<file path="src/hw/rtl/ray_box_nearest_hit_unit_macros.svh">
// Assertion macros for the ray box nearest hit unit.
// Included by RTL files that carry concurrent checks; no other dependencies.
`ifndef RAY_BOX_NEAREST_HIT_UNIT_MACROS_SVH
`define RAY_BOX_NEAREST_HIT_UNIT_MACROS_SVH
`ifndef SYNTHESIS
`define RBNH_ASSERT(lbl, clk, rst_n, prop, msg) \
	lbl: assert property (@(posedge clk) disable iff (!rst_n) prop) else $error(msg);
`define RBNH_ASSERT_NEVER(lbl, clk, rst_n, expr, msg) \
	lbl: assert property (@(posedge clk) disable iff (!rst_n) !(expr)) else $error(msg);
`else
`define RBNH_ASSERT(lbl, clk, rst_n, prop, msg)
`define RBNH_ASSERT_NEVER(lbl, clk, rst_n, expr, msg)
`endif
`endif

</file>
<file path="src/hw/rtl/rbnh_pkg.sv">
// Shared types and constants for the ray box nearest hit unit.
// No dependencies; imported by every module of the block except rbnh_ram.
`default_nettype none
package rbnh_pkg;
	typedef enum logic [1:0] {
		OP_ADD   = 2'd0,
		OP_CLEAR = 2'd1,
		OP_QUERY = 2'd2,
		OP_NONE  = 2'd3
	} op_t;

	localparam int IN_DATA_W  = 336;
	localparam int OUT_DATA_W = 72;
	localparam int ID_W       = 64;
	localparam int CELL_W     = 16;
	localparam int COORD_W    = 32;
	localparam int DEN_W      = 63;
	localparam int ENTRY_W    = ID_W + 3 * CELL_W;

	typedef struct packed {
		op_t                            op;
		logic [ID_W-1:0]                id;
		logic [2:0][CELL_W-1:0]         corner;
		logic [2:0][COORD_W-1:0]        origin;
		logic [2:0][COORD_W-1:0]        mag;
		logic [2:0]                     neg;
		logic [2:0][DEN_W-1:0]          den;
	} cmd_t;

	typedef struct packed {
		logic full;
		logic empty;
	} q_stat_t;
endpackage
`default_nettype wire

</file>
<file path="src/hw/rtl/rbnh_fifo.sv">
// Two entry request queue between the front end and the scan engine.
// Depends on rbnh_pkg.
`default_nettype none
module rbnh_fifo (
	input  logic              clk,
	input  logic              arst_n,
	input  logic              push,
	input  rbnh_pkg::cmd_t    din,
	input  logic              pop,
	output rbnh_pkg::cmd_t    head,
	output rbnh_pkg::q_stat_t stat
);
	import rbnh_pkg::*;

	cmd_t       ent_q [2];
	logic       wr_ptr_q;
	logic       rd_ptr_q;
	logic [1:0] cnt_q;

	always_ff @(posedge clk or negedge arst_n) begin
		if (!arst_n) begin
			wr_ptr_q <= 1'b0;
			rd_ptr_q <= 1'b0;
			cnt_q    <= 2'd0;
		end else begin
			if (push) begin
				wr_ptr_q <= !wr_ptr_q;
			end
			if (pop) begin
				rd_ptr_q <= !rd_ptr_q;
			end
			if (push && !pop) begin
				cnt_q <= cnt_q + 2'd1;
			end else if (pop && !push) begin
				cnt_q <= cnt_q - 2'd1;
			end
		end
	end

	always_ff @(posedge clk) begin
		if (push) begin
			ent_q[wr_ptr_q] <= din;
		end
	end

	assign head       = ent_q[rd_ptr_q];
	assign stat.full  = cnt_q == 2'd2;
	assign stat.empty = cnt_q == 2'd0;
endmodule
`default_nettype wire

</file>
<file path="config.mk">
export PLATFORM = sky130hd
export DESIGN_NAME = rbnh_fifo
export DESIGN_NICKNAME = d
export VERILOG_FILES = /design/src/hw/rtl/ray_box_nearest_hit_unit_macros.svh /design/src/hw/rtl/rbnh_pkg.sv /design/src/hw/rtl/rbnh_fifo.sv
export SDC_FILE = /design/constraint.sdc
export NUM_CORES = 1
export LEC_CHECK = 0
export BUFFER_PORTS_ARGS = -buffer_cell sky130_fd_sc_hd__buf_4
export CAP_MARGIN = 10
export CORE_AREA = 4 4 390 392
export CTS_CLUSTER_DIAMETER = 40
export DETAILED_ROUTE_END_ITERATION = 7
export DIE_AREA = 0 0 394 396
export PLACE_DENSITY_LB_ADDON = 0.25
export SYNTH_ARGS = -nofsm -noshare
export SYNTH_HDL_FRONTEND = slang
export SYNTH_SLANG_ARGS = --single-unit
</file>
<file path="constraint.sdc">
create_clock -name clk -period 68.5 [get_ports clk]
set_input_delay 6.85 -clock clk [delete_from_list [all_inputs] [get_ports clk]]
set_output_delay 6.85 -clock clk [all_outputs]
set_load 0.01 [all_outputs]
</file>
# Yosys cells after proc, flatten, opt, wreduce, memory -nomap -nowiden
# Memories as Yosys holds them, arrays and structs flattened.
# Cells that the tools add are included.
[word_totals]
mem_count = 1
elab_cells = 19
romBits = 0
out_inout_bits = 500
ram_bits = 996
latch_bits = 0
regBits = 4
[mem_list]
columns = ["name", "depth", "word_bits", "rd", "rd_ports_with_merged_regs", "write_ports", "line_no", "text"]
rows = [
  ["ent_q", 2, 498, 1, 0, 1, "rbnh_fifo.sv:15", "cmd_t ent_q [2];"],
]
[op_classes]
add_sub_neg = 2
mul = 0
shift = 0
order_cmp = 0
n_bitwise = 0
div = 0
mux = 4
reduce_logical = 8
eq_ne = 1
[ops]
columns = ["operator", "n"]
rows = [
  ["zero test 1 bit", 4],
  ["two-way mux 2 bit", 2],
  ["adder 2 x 1 -> 2 bit (second input constant)", 1],
  ["== test 2 bit (second input constant)", 1],
  ["logical AND 1 bit", 2],
  ["zero test 2 bit", 1],
  ["two-way mux 1 bit", 2],
  ["nonzero test 2 bit", 1],
  ["subtractor 2 x 1 -> 2 bit (second input constant)", 1],
]

# Depth between registers and ports, before layout
# Gate-level depths: netlist (run 1).
[depth]
word_depth = 4
depth_mapped = 5
depth_no_buf = 5

# Worst setup path after synthesis (run 1)
# No wires, ideal clock.
[synth_path]
path_kind = "input port to flip-flop"
start = "in push"
end = "mem ent_q[0][0] (netlist bit), enable pin"
t_arrival_ns = 28.202
slack_ns = 38.867
required_time_ns = 67.070
cell_stages = 1
path_buffers = 0
path_cell_list = "nor2b_1"
[synth_between]
elab_chain_len = 2
[synth_rtl]
columns = ["element", "line_no", "text"]
rows = [
  ["from (decl)", "rbnh_fifo.sv:7", "input logic push,"],
  ["two-way mux 1 bit", "rbnh_fifo.sv:41", "if (push) begin"],
  ["two-way mux 1 bit (implied by the code)", "rbnh_fifo.sv:42", "ent_q[wr_ptr_q] <= din;"],
  ["to (decl)", "rbnh_fifo.sv:15", ""],
]
# No other way between the ends.

==> flow_summary_export.csv, run 1 <==
group,metric,value,unit
clocking,htreeDepth,4,
run,drv_cap,0,
global_route,antenna_found_initial,23,
clocking,postCtsSetupRepairBufs,0,
final_layout,fillers,14200,
yosys,yosys.area_share.simple,0.0712,%
timing,relSlewSlack,27.4,%
yosys,synth_xor_area_share,0.119,%
detailed_routing,drtPass1Iterations,5,
worst_setup_path,cp-start-kind,"flop",
final_layout,drive_gt1_share,63.2,%
yosys,netlist_area,0.0369,mm^2
global_route,grt_pass1_vias,20200,
yosys,synth_compound_area_share,0,%
floorplanning,ioPinCount,1002,
yosys,netlist.area_leader.share,81.1,%
floorplanning,initial_utilization,24.8,%
yosys,synth_cell_types,14,
timing,finalCritPeriodShare,18.6,%
yosys,synth_largest_area_cell,"edfxtp_1",
power_and_ir_drop,max-vdd-ir-drop,0.0230,mV
final_layout,final_nets,3195,
min_path,worstHoldStart,"cnt_q[1]$_DFFE_PN0P_",
timing,grt_setup_unrepaired,"no",
detailed_routing,vias,19000,
power_and_ir_drop,p_sw_share,28.6,%
worst_setup_path,crit_path_max_incr_delay,0.93,ns
timing,fmax,0.0785,GHz
min_path,min_path_type,"flop to flop",
floorplanning,die_area,0.156,mm^2
floorplanning,die_w,394,um
global_route,grt_max_degree,142,
worst_setup_path,crit_start,"rd_ptr_q$_DFFE_PN0P_",
detailed_routing,antenna_left,0,
placement,port_buffers,1001,
final_layout,fin_util,35.0,%
clocking,clock-sinks,1000,
worst_setup_path,path_class,"flop to output port",
detailed_routing,wl,102,mm
worst_setup_path,critical_path_arrival,5.88,ns
power_and_ir_drop,pwr-share-clk,34.8,%
worst_setup_path,reg2reg_from,"wr_ptr_q$_DFFE_PN0P_",
power_and_ir_drop,p_per_area,44.7,mW/mm^2
clocking,holdBufCountCts,0,
timing,tightest_slew,1.09,ns
detailed_routing,routed_via_density,3.98,
power_and_ir_drop,p_seq_share,36.3,%
timing,report.final.hold_viol_count,0,
global_route,grt-ovfl-total,0,
floorplanning,die_h,396,um
clocking,cts_buffers,160,
timing,min_period,12.73,ns
yosys,mappedNetlistNets,2069,
timing,finalSetupTns,0,ns
final_layout,areaGrowthSynthToFinish,41.4,%
yosys,synth.area.top_cells,"edfxtp_1 (81%), mux2_2 (9.1%), mux2_4 (8.1%)",
timing,drv_slew,0,
detailed_routing,wl_per_cell,21.3,um
worst_setup_path,endpoint_kind,"output port",
detailed_routing,drtIter0Drc,940,
detailed_routing,route.detailed.drc,0,
yosys,synth.avg_cell_area,23.6,um^2
global_route,grt_pass1_wl,142,mm
global_route,grt_use_total,12.5,%
worst_setup_path,crit_chain,"buf_4 -> buf_4 -> buf_4 -> buf_4 -> mux2_2 -> buf_4",
timing,setup_viol,0,
floorplanning,std_cell_rows,142,
yosys,yosys_warnings,0,
placement,dpl.hpwl,71.9,mm
yosys,seq_area_frac_synth,81.4,%
worst_setup_path,crit_required,61.65,ns
clocking,clk_pin_slew_worst_paths,0.05,ns
clocking,clk_latency,0.75,ns
power_and_ir_drop,comb_power_share,29.0,%
yosys,synthAdderAreaFrac,0.0339,%
outcome,status,"finished clean",
clocking,ctsResizeCount,0,
yosys,syn_inst,1566,
power_and_ir_drop,intPower,0.00166,W
worst_setup_path,slowest_stage,"dfrtp_4",
yosys,synth-seq-cells,1000,
clocking,root_buffer,"clkbuf_16",
yosys,synthMuxAreaShare,17.2,%
floorplanning,core,0.149,mm^2
clocking,cts_tree,"yes",
power_and_ir_drop,power_leakage,19.8,nW
placement,gp_congestion,0.776,
clocking,clock_path_buffers,3,
yosys,synth_top_family_by_area,"multiplexers",
worst_setup_path,crit_top_cell,"buf_4",
timing,fin_skew,0.0414,ns
worst_setup_path,path_max_fanout,69,
power_and_ir_drop,p_sw,0.000668,W
==> final timing paths <==
path	to	slack, ns	depth (start not counted)
setup / recovery	head[134]	55.77	6
hold / removal	cnt_q[1]$_DFFE_PN0P_	0.49	1
setup reg to reg	ent_q[0][360]$_DFFE_PP_	64.30	4
hold reg to reg	cnt_q[1]$_DFFE_PN0P_	0.49	1
max in group asynchronous	rd_ptr_q$_DFFE_PN0P_	62.46	1
min in group asynchronous	rd_ptr_q$_DFFE_PN0P_	5.93	1
==> metal layers <==
metal / global-route usage (%) / up-vias / part of all wire (%)
met1: 13.4 / 9430 / 36
met3: 6.58 / 189 / 11
li1: - / 8596 / -
met5: 0 / - / 0.17
met4: 4.57 / 26 / 3.0
met2: 21.0 / 785 / 50
==> synthesized netlist by cell type (all sizes together) <==
cell type and instances:
nor2 2, edfxtp 996, xor2 4, and2 1
mux2 498, xnor2 1, buf 56, inv 1
nor2b 2, dfrtp 4, ha 1
==> cell type report <==
cell class / instances / area (um^2) / area share [%]
tap: 1944 / 2430 / 4.66
inverter: 1 / 3.75 / 0.00720
clock inverter: 127 / 1490 / 2.85
sequential: 1000 / 30000 / 57.5
multi-input combinational: 509 / 6450 / 12.4
clock buffer: 170 / 4060 / 7.79
timing repair buffer: 1020 / 7690 / 14.8
antenna: 4 / 10.0 / 0.0192
==> placed cells by master, fill, tap and decap left out, drive strengths merged <==
master / instances
clkinvlp: 19
edfxtp: 996
diode: 4
clkinv: 70
mux2: 498
nor2: 2
nor2b: 2
xnor2: 1
xor2: 4
dfrtp: 4
buf: 1020
and2: 1
inv: 20
clkbuf: 170
ha: 1
bufinv: 19
==> flip-flops by register name (all words and copies together), names as in the netlist <==
signal,flops
rd_ptr_q,1
wr_ptr_q,1
ent_q,996
cnt_q,2
==> per-stage QoR <==
stage / worst slack (ns) / cells / hold WS (ns) / total power, W / area, um^2
after global routing: 55.32 / 4774 / 0.542 / 0.00244 / 52200
after detailed placement: 56.32 / 4474 / 0.482 / 0.00155 / 46600
after CTS: 55.52 / 4771 / 0.488 / 0.00238 / 52100
after global placement: 56.37 / 4474 / 0.478 / 0.00155 / 46600
final: 55.77 / 4775 / 0.485 / 0.00233 / 52200
after floorplan: 38.87 / 1566 / 0.455 / 0.00131 / 36900
==> kinds of logic (layout without fill, tap and decap cells) <==
family | Yosys count | in the layout
other | 0 | 4
muxes | 498 | 498
and+or+nand+nor | 5 | 5
adders and majority gates | 1 | 1
buffers and inverters | 57 | 1318
DFF | 1000 | 1000
xor gates and xnor gates | 5 | 5
==> power by group through the flow <==
| stage | registers [W] | logic [W] | clock network (W) |
|---|---|---|---|
| 6_report | 0.000845 | 0.000675 | 0.000810 |
| 5_1_grt | 0.000855 | 0.000719 | 0.000867 |
| 4_1_cts | 0.000846 | 0.000697 | 0.000833 |
| 3_5_place_dp | 0.000858 | 0.000694 | 0 |
| 3_3_place_gp | 0.000857 | 0.000696 | 0 |
| 2_1_floorplan | 0.000936 | 0.000379 | 0 |
==> worst max-delay path: cells and delay by family (launching register included) <==
| family | cells | cell delay [ns] |
|---|---|---|
| mux | 1 | 0.43 |
| flops | 1 | 0.93 |
| buf+inv | 5 | 3.60 |
Power figures use the tool's default switching activity.
==> inputs of run 2 (changes only) <==
Clock period 68.5 ns to 11.9 ns, I/O delays scaled along.
==> flow_summary_export.csv, run 2 (synthesis results as in run 1) <==
group,metric,value,unit
timing,min_period,5.00,ns
detailed_routing,routed_via_density,3.99,
clocking,root_buffer,"clkbuf_16",
power_and_ir_drop,p_sw,0.00385,W
floorplanning,ioPinCount,1002,
clocking,cts_tree,"yes",
worst_setup_path,path_max_fanout,143,
floorplanning,die_h,396,um
floorplanning,core,0.149,mm^2
clocking,htreeDepth,4,
detailed_routing,vias,19100,
final_layout,top_regs,"ent_q: 996 flops, cnt_q: 2 flops",
worst_setup_path,crit_top_cell,"buf_4",
clocking,ctsResizeCount,0,
final_layout,final_common_cell,"buf_4",
placement,gp_congestion,0.783,
timing,grt_setup_unrepaired,"no",
worst_setup_path,crit_path_max_incr_delay,0.78,ns
timing,relSlewSlack,22.6,%
timing,report.final.hold_viol_count,0,
timing,drv_slew,0,
detailed_routing,route.detailed.drc,0,
power_and_ir_drop,p_seq_share,36.1,%
worst_setup_path,slowest_stage,"dfrtp_4",
power_and_ir_drop,comb_power_share,29.3,%
final_layout,drive_gt1_share,63.0,%
detailed_routing,wl,103,mm
worst_setup_path,path_depth,4,
worst_setup_path,endpoint_kind,"output port",
global_route,grt-ovfl-total,0,
worst_setup_path,cp-start-kind,"flop",
final_layout,largest_reg_flops,996,
timing,fmax,0.200,GHz
worst_setup_path,critical_path_arrival,3.81,ns
detailed_routing,wl_per_cell,21.6,um
worst_setup_path,cp_num_buf_inv,3,
worst_setup_path,ff2ff_path_depth,4,
timing,finalCritPeriodShare,42.0,%
final_layout,final_cell_mix,"buf_4 (1,006), edfxtp_1 (996), mux2_2 (298)",
floorplanning,die_area,0.156,mm^2
power_and_ir_drop,pwr-share-clk,34.6,%
global_route,grt_max_degree,145,
power_and_ir_drop,power_leakage,19.8,nW
power_and_ir_drop,p_sw_share,28.7,%
detailed_routing,drtIter0Drc,1054,
timing,finalSetupTns,0,ns
clocking,clk_latency,0.74,ns
timing,fin_skew,0.0484,ns
run,drv_cap,0,
timing,tightest_slew,1.16,ns
power_and_ir_drop,intPower,0.00959,W
floorplanning,initial_utilization,24.8,%
placement,port_buffers,1001,
clocking,postCtsSetupRepairBufs,0,
clocking,clock_path_buffers,3,
outcome,status,"finished clean",
worst_setup_path,crit_chain,"buf_4 -> buf_12 -> mux2_2 -> buf_4",
detailed_routing,drtPass1Iterations,5,
timing,setup_viol,0,
final_layout,largest-register,"ent_q",
placement,dpl.hpwl,72.3,mm
floorplanning,std_cell_rows,142,
clocking,clock-sinks,1000,
clocking,cts_buffers,160,
clocking,holdBufCountCts,0,
worst_setup_path,crit_family,"buffers and inverters",
detailed_routing,antenna_left,0,
worst_setup_path,crit_required,10.71,ns
power_and_ir_drop,max-vdd-ir-drop,0.172,mV
worst_setup_path,path_class,"flop to output port",
final_layout,areaGrowthSynthToFinish,41.5,%
clocking,clk_pin_slew_worst_paths,0.05,ns
floorplanning,die_w,394,um
global_route,antenna_found_initial,21,
power_and_ir_drop,p_per_area,258,mW/mm^2
global_route,grt_pass1_vias,20100,
power_and_ir_drop,total_power,0.0134,W
min_path,min_path_type,"input pin to asynchronous set/reset pin",
global_route,grt_pass1_wl,143,mm
global_route,grt_use_total,12.7,%
final_layout,final_nets,3190,
## run 2: final cells by class
| type | instances | area (um^2) |
|---|---|---|
| Sequential cell | 1000 | 30000 |
| Timing Repair Buffer | 1015 | 7730 |
| Tap cell | 1944 | 2430 |
| Fill cell | 14200 | 96700 |
| Clock inverter | 116 | 1420 |
| Multi-Input combinational cell | 509 | 6450 |
| Antenna cell | 13 | 32.5 |
| Inverter | 1 | 3.75 |
| Clock buffer | 177 | 4090 |
## run 2: per-stage QoR
stage	hold WS, ns	utilization [%]	cells	instance area, um^2	setup slack (ns)
after floorplan	0.456	-	1566	36900	2.84
after global placement	0.479	31.3	4469	46600	7.60
after detailed placement	0.484	31.3	4469	46600	7.64
after CTS	0.150	35.0	4762	52100	6.78
after global routing	0.169	35.0	4773	52200	6.70
final	0.239	35.0	4775	52200	6.90
## run 2: routing by layer
metal / wire (um) / up-vias / GRT usage, %
li1: - / 8602 / -
met1: 37700 / 9589 / 13.4
met2: 53300 / 729 / 21.9
met3: 10100 / 145 / 6.01
met4: 2130 / 10 / 4.56
met5: 75 / - / 0.185
## run 2: power by group through the flow
stage	registers, W	logic, W	clock network (W)
final	0.00485	0.00394	0.00464
after global routing	0.00491	0.00419	0.00496
after CTS	0.00486	0.00405	0.00478
after detailed placement	0.00492	0.00404	0
after global placement	0.00492	0.00404	0
after floorplan	0.00503	0.00219	0
## run 2: path summary, 6_finish.rpt
kind                                      start                       to  slack [ns]
max                        rd_ptr_q$_DFFE_PN0P_                head[166]        6.90
min                                      arst_n     wr_ptr_q$_DFFE_PN0P_        0.24
max reg2reg                wr_ptr_q$_DFFE_PN0P_  ent_q[0][431]$_DFFE_PP_        8.62
min reg2reg                cnt_q[1]$_DFFE_PN0P_     cnt_q[1]$_DFFE_PN0P_        0.49
max in group asynchronous                arst_n     rd_ptr_q$_DFFE_PN0P_       11.53
min in group clk           cnt_q[1]$_DFFE_PN0P_     cnt_q[1]$_DFFE_PN0P_        0.49
## run 2: worst register-to-register path, stage by stage (launching register included)
cell	delay, ns
dfrtp_1	0.43
nor2b_4	0.13
buf_4	0.53
buf_12	0.60
buf_4	1.13
==> inputs of run 3 (changes only) <==
Clock period 11.9 ns to 4.43 ns, I/O delays scaled along.
==> flow_summary_export.csv, run 3 (synthesis results as in run 1) <==
group,metric,value,unit
timing,report.final.hold_viol_count,0,
detailed_routing,drtIter0Drc,1091,
clocking,clk_pin_slew_worst_paths,0.06,ns
detailed_routing,wl,109,mm
timing,min_period,3.29,ns
global_route,grt_pass1_wl,155,mm
placement,pre_cts_slack,1.83,ns
power_and_ir_drop,total_power,0.0368,W
timing,fin_skew,0.0389,ns
clocking,ctsResizeCount,0,
worst_setup_path,r2r-end,"ent_q[0][421]$_DFFE_PP_",
placement,gp_congestion,0.859,
clocking,root_buffer,"clkbuf_16",
clocking,clock_path_buffers,3,
worst_setup_path,cp-start-kind,"flop",
clocking,cts_buffers,157,
final_layout,largest-register,"ent_q",
power_and_ir_drop,p_per_area,638,mW/mm^2
power_and_ir_drop,comb_power_share,30.8,%
worst_setup_path,crit_top_cell,"buf_4",
final_layout,final_cell_mix,"buf_4 (1,043), edfxtp_1 (996), dlygate4sd3_1 (502)",
min_path,worstHoldStart,"din[45]",
power_and_ir_drop,p_sw,0.0106,W
worst_setup_path,rrSetupSlack,2.26,ns
timing,finalSetupTns,0,ns
timing,setup_viol,0,
final_layout,fillers,13800,
timing,finalCritPeriodShare,74.2,%
clocking,clock-sinks,1000,
outcome,status,"finished clean",
global_route,grt_use_total,13.5,%
power_and_ir_drop,pwr-share-clk,33.8,%
detailed_routing,drtPass1Iterations,5,
floorplanning,die_h,396,um
clocking,htreeDepth,4,
power_and_ir_drop,p_sw_share,28.8,%
power_and_ir_drop,intPower,0.0262,W
final_layout,fin_util,38.7,%
worst_setup_path,crit_required,3.99,ns
global_route,busiest_layer,"met2",
min_path,holdPathStages,2,
final_layout,fin_area,0.0576,mm^2
floorplanning,die_w,394,um
power_and_ir_drop,power_leakage,22.2,nW
global_route,grtUsageMet3,5.50,%
placement,port_buffers,1001,
final_layout,areaGrowthSynthToFinish,56.2,%
detailed_routing,vias,21200,
timing,drv_slew,0,
power_and_ir_drop,max-vdd-ir-drop,0.418,mV
final_layout,drive_gt1_share,54.3,%
final_layout,largest_reg_flops,996,
worst_setup_path,ff2ff_path_depth,3,
final_layout,top_regs,"ent_q: 996 flops, cnt_q: 2 flops",
global_route,antenna_found_initial,8,
timing,grt_setup_unrepaired,"no",
worst_setup_path,slowest_stage,"dfrtp_4",
global_route,use_met1,14.7,%
worst_setup_path,crit_family,"buffers and inverters",
placement,dpl.hpwl,77.7,mm
global_route,grt_pass1_vias,23300,
worst_setup_path,reg2reg_from,"wr_ptr_q$_DFFE_PN0P_",
worst_setup_path,crit_path_max_incr_delay,0.72,ns
floorplanning,std_cell_rows,142,
worst_setup_path,path_max_fanout,34,
timing,fmax,0.304,GHz
timing,relSlewSlack,38.9,%
final_layout,final_nets,3737,
worst_setup_path,crit_chain,"buf_12 -> buf_4 -> mux2_2 -> buf_4",
min_path,min_path_type,"input pin to flop",
worst_setup_path,cp_num_buf_inv,3,
global_route,grt-ovfl-total,0,
clocking,cts_tree,"yes",
floorplanning,core,0.149,mm^2
worst_setup_path,endpoint_kind,"output port",
timing,fin_ws,1.14,ns
floorplanning,ioPinCount,1002,
timing,tightest_slew,0.917,ns
placement,post_dp_cell_area,0.0471,mm^2
detailed_routing,routed_via_density,3.99,
min_path,hold_path_end,"ent_q[1][45]$_DFFE_PP_",
detailed_routing,antenna_left,0,
floorplanning,initial_utilization,24.8,%
global_route,met2_usage,23.2,%
run,drv_cap,0,
worst_setup_path,path_class,"flop to output port",
global_route,grt_max_degree,80,
final_layout,final_common_cell,"buf_4",
clocking,clk_latency,0.76,ns
detailed_routing,route.detailed.drc,0,
power_and_ir_drop,p_seq_share,35.3,%
detailed_routing,wl_per_cell,20.5,um
floorplanning,die_area,0.156,mm^2
worst_setup_path,critical_path_arrival,2.84,ns
-- run 3: through the flow --
step                      hold WS [ns]  cells
final                            0.401   5314
after global routing             0.343   5313
after CTS                        0.317   5308
after detailed placement         0.250   4517
after global placement           0.252   4517
after floorplan                  0.147   1566
-- run 3: layer usage --
metal / share of wire (%) / vias to the layer above
met5: 0.012 / -
met4: 3.6 / 2
met3: 8.6 / 217
met2: 50 / 772
met1: 37 / 10500
li1: - / 9696
-- run 3: cell type report --
cell class	instances	area [um^2]	area share (%)
repair buffers	1565	13300	23.0
inverters	1	3.75	0.00652
clock buffers	171	4020	6.99
multi-input cells	509	6450	11.2
flip-flops and latches	1000	30000	52.1
diodes	6	15.0	0.0261
clock inverters	118	1410	2.45
well taps	1944	2430	4.22
-- run 3: timing repair --
item,4_1_cts,5_1_grt
endpoints found under the hold margin,1003,0
buffers inserted,0,0
hold buffers,502,0
-- run 3: how the worst max path moves through the flow --
stage,start,endpoint,cells after the start
floorplan,push,ent_q[0][0]$_DFFE_PP_,1
global placement,rd_ptr_q$_DFFE_PN0P_,head[137],4
detailed placement,rd_ptr_q$_DFFE_PN0P_,head[137],4
CTS,rd_ptr_q$_DFFE_PN0P_,head[137],4
global route,rd_ptr_q$_DFFE_PN0P_,head[137],4
finish,rd_ptr_q$_DFFE_PN0P_,head[137],4
-- run 3: power groups by stage --
stage	logic (W)	registers [W]	clock network [W]
5_1_grt	0.0120	0.0131	0.0133
3_5_place_dp	0.0112	0.0132	0
6_report	0.0113	0.0130	0.0124
2_1_floorplan	0.00587	0.0135	0
4_1_cts	0.0116	0.0130	0.0128
3_3_place_gp	0.0112	0.0132	0
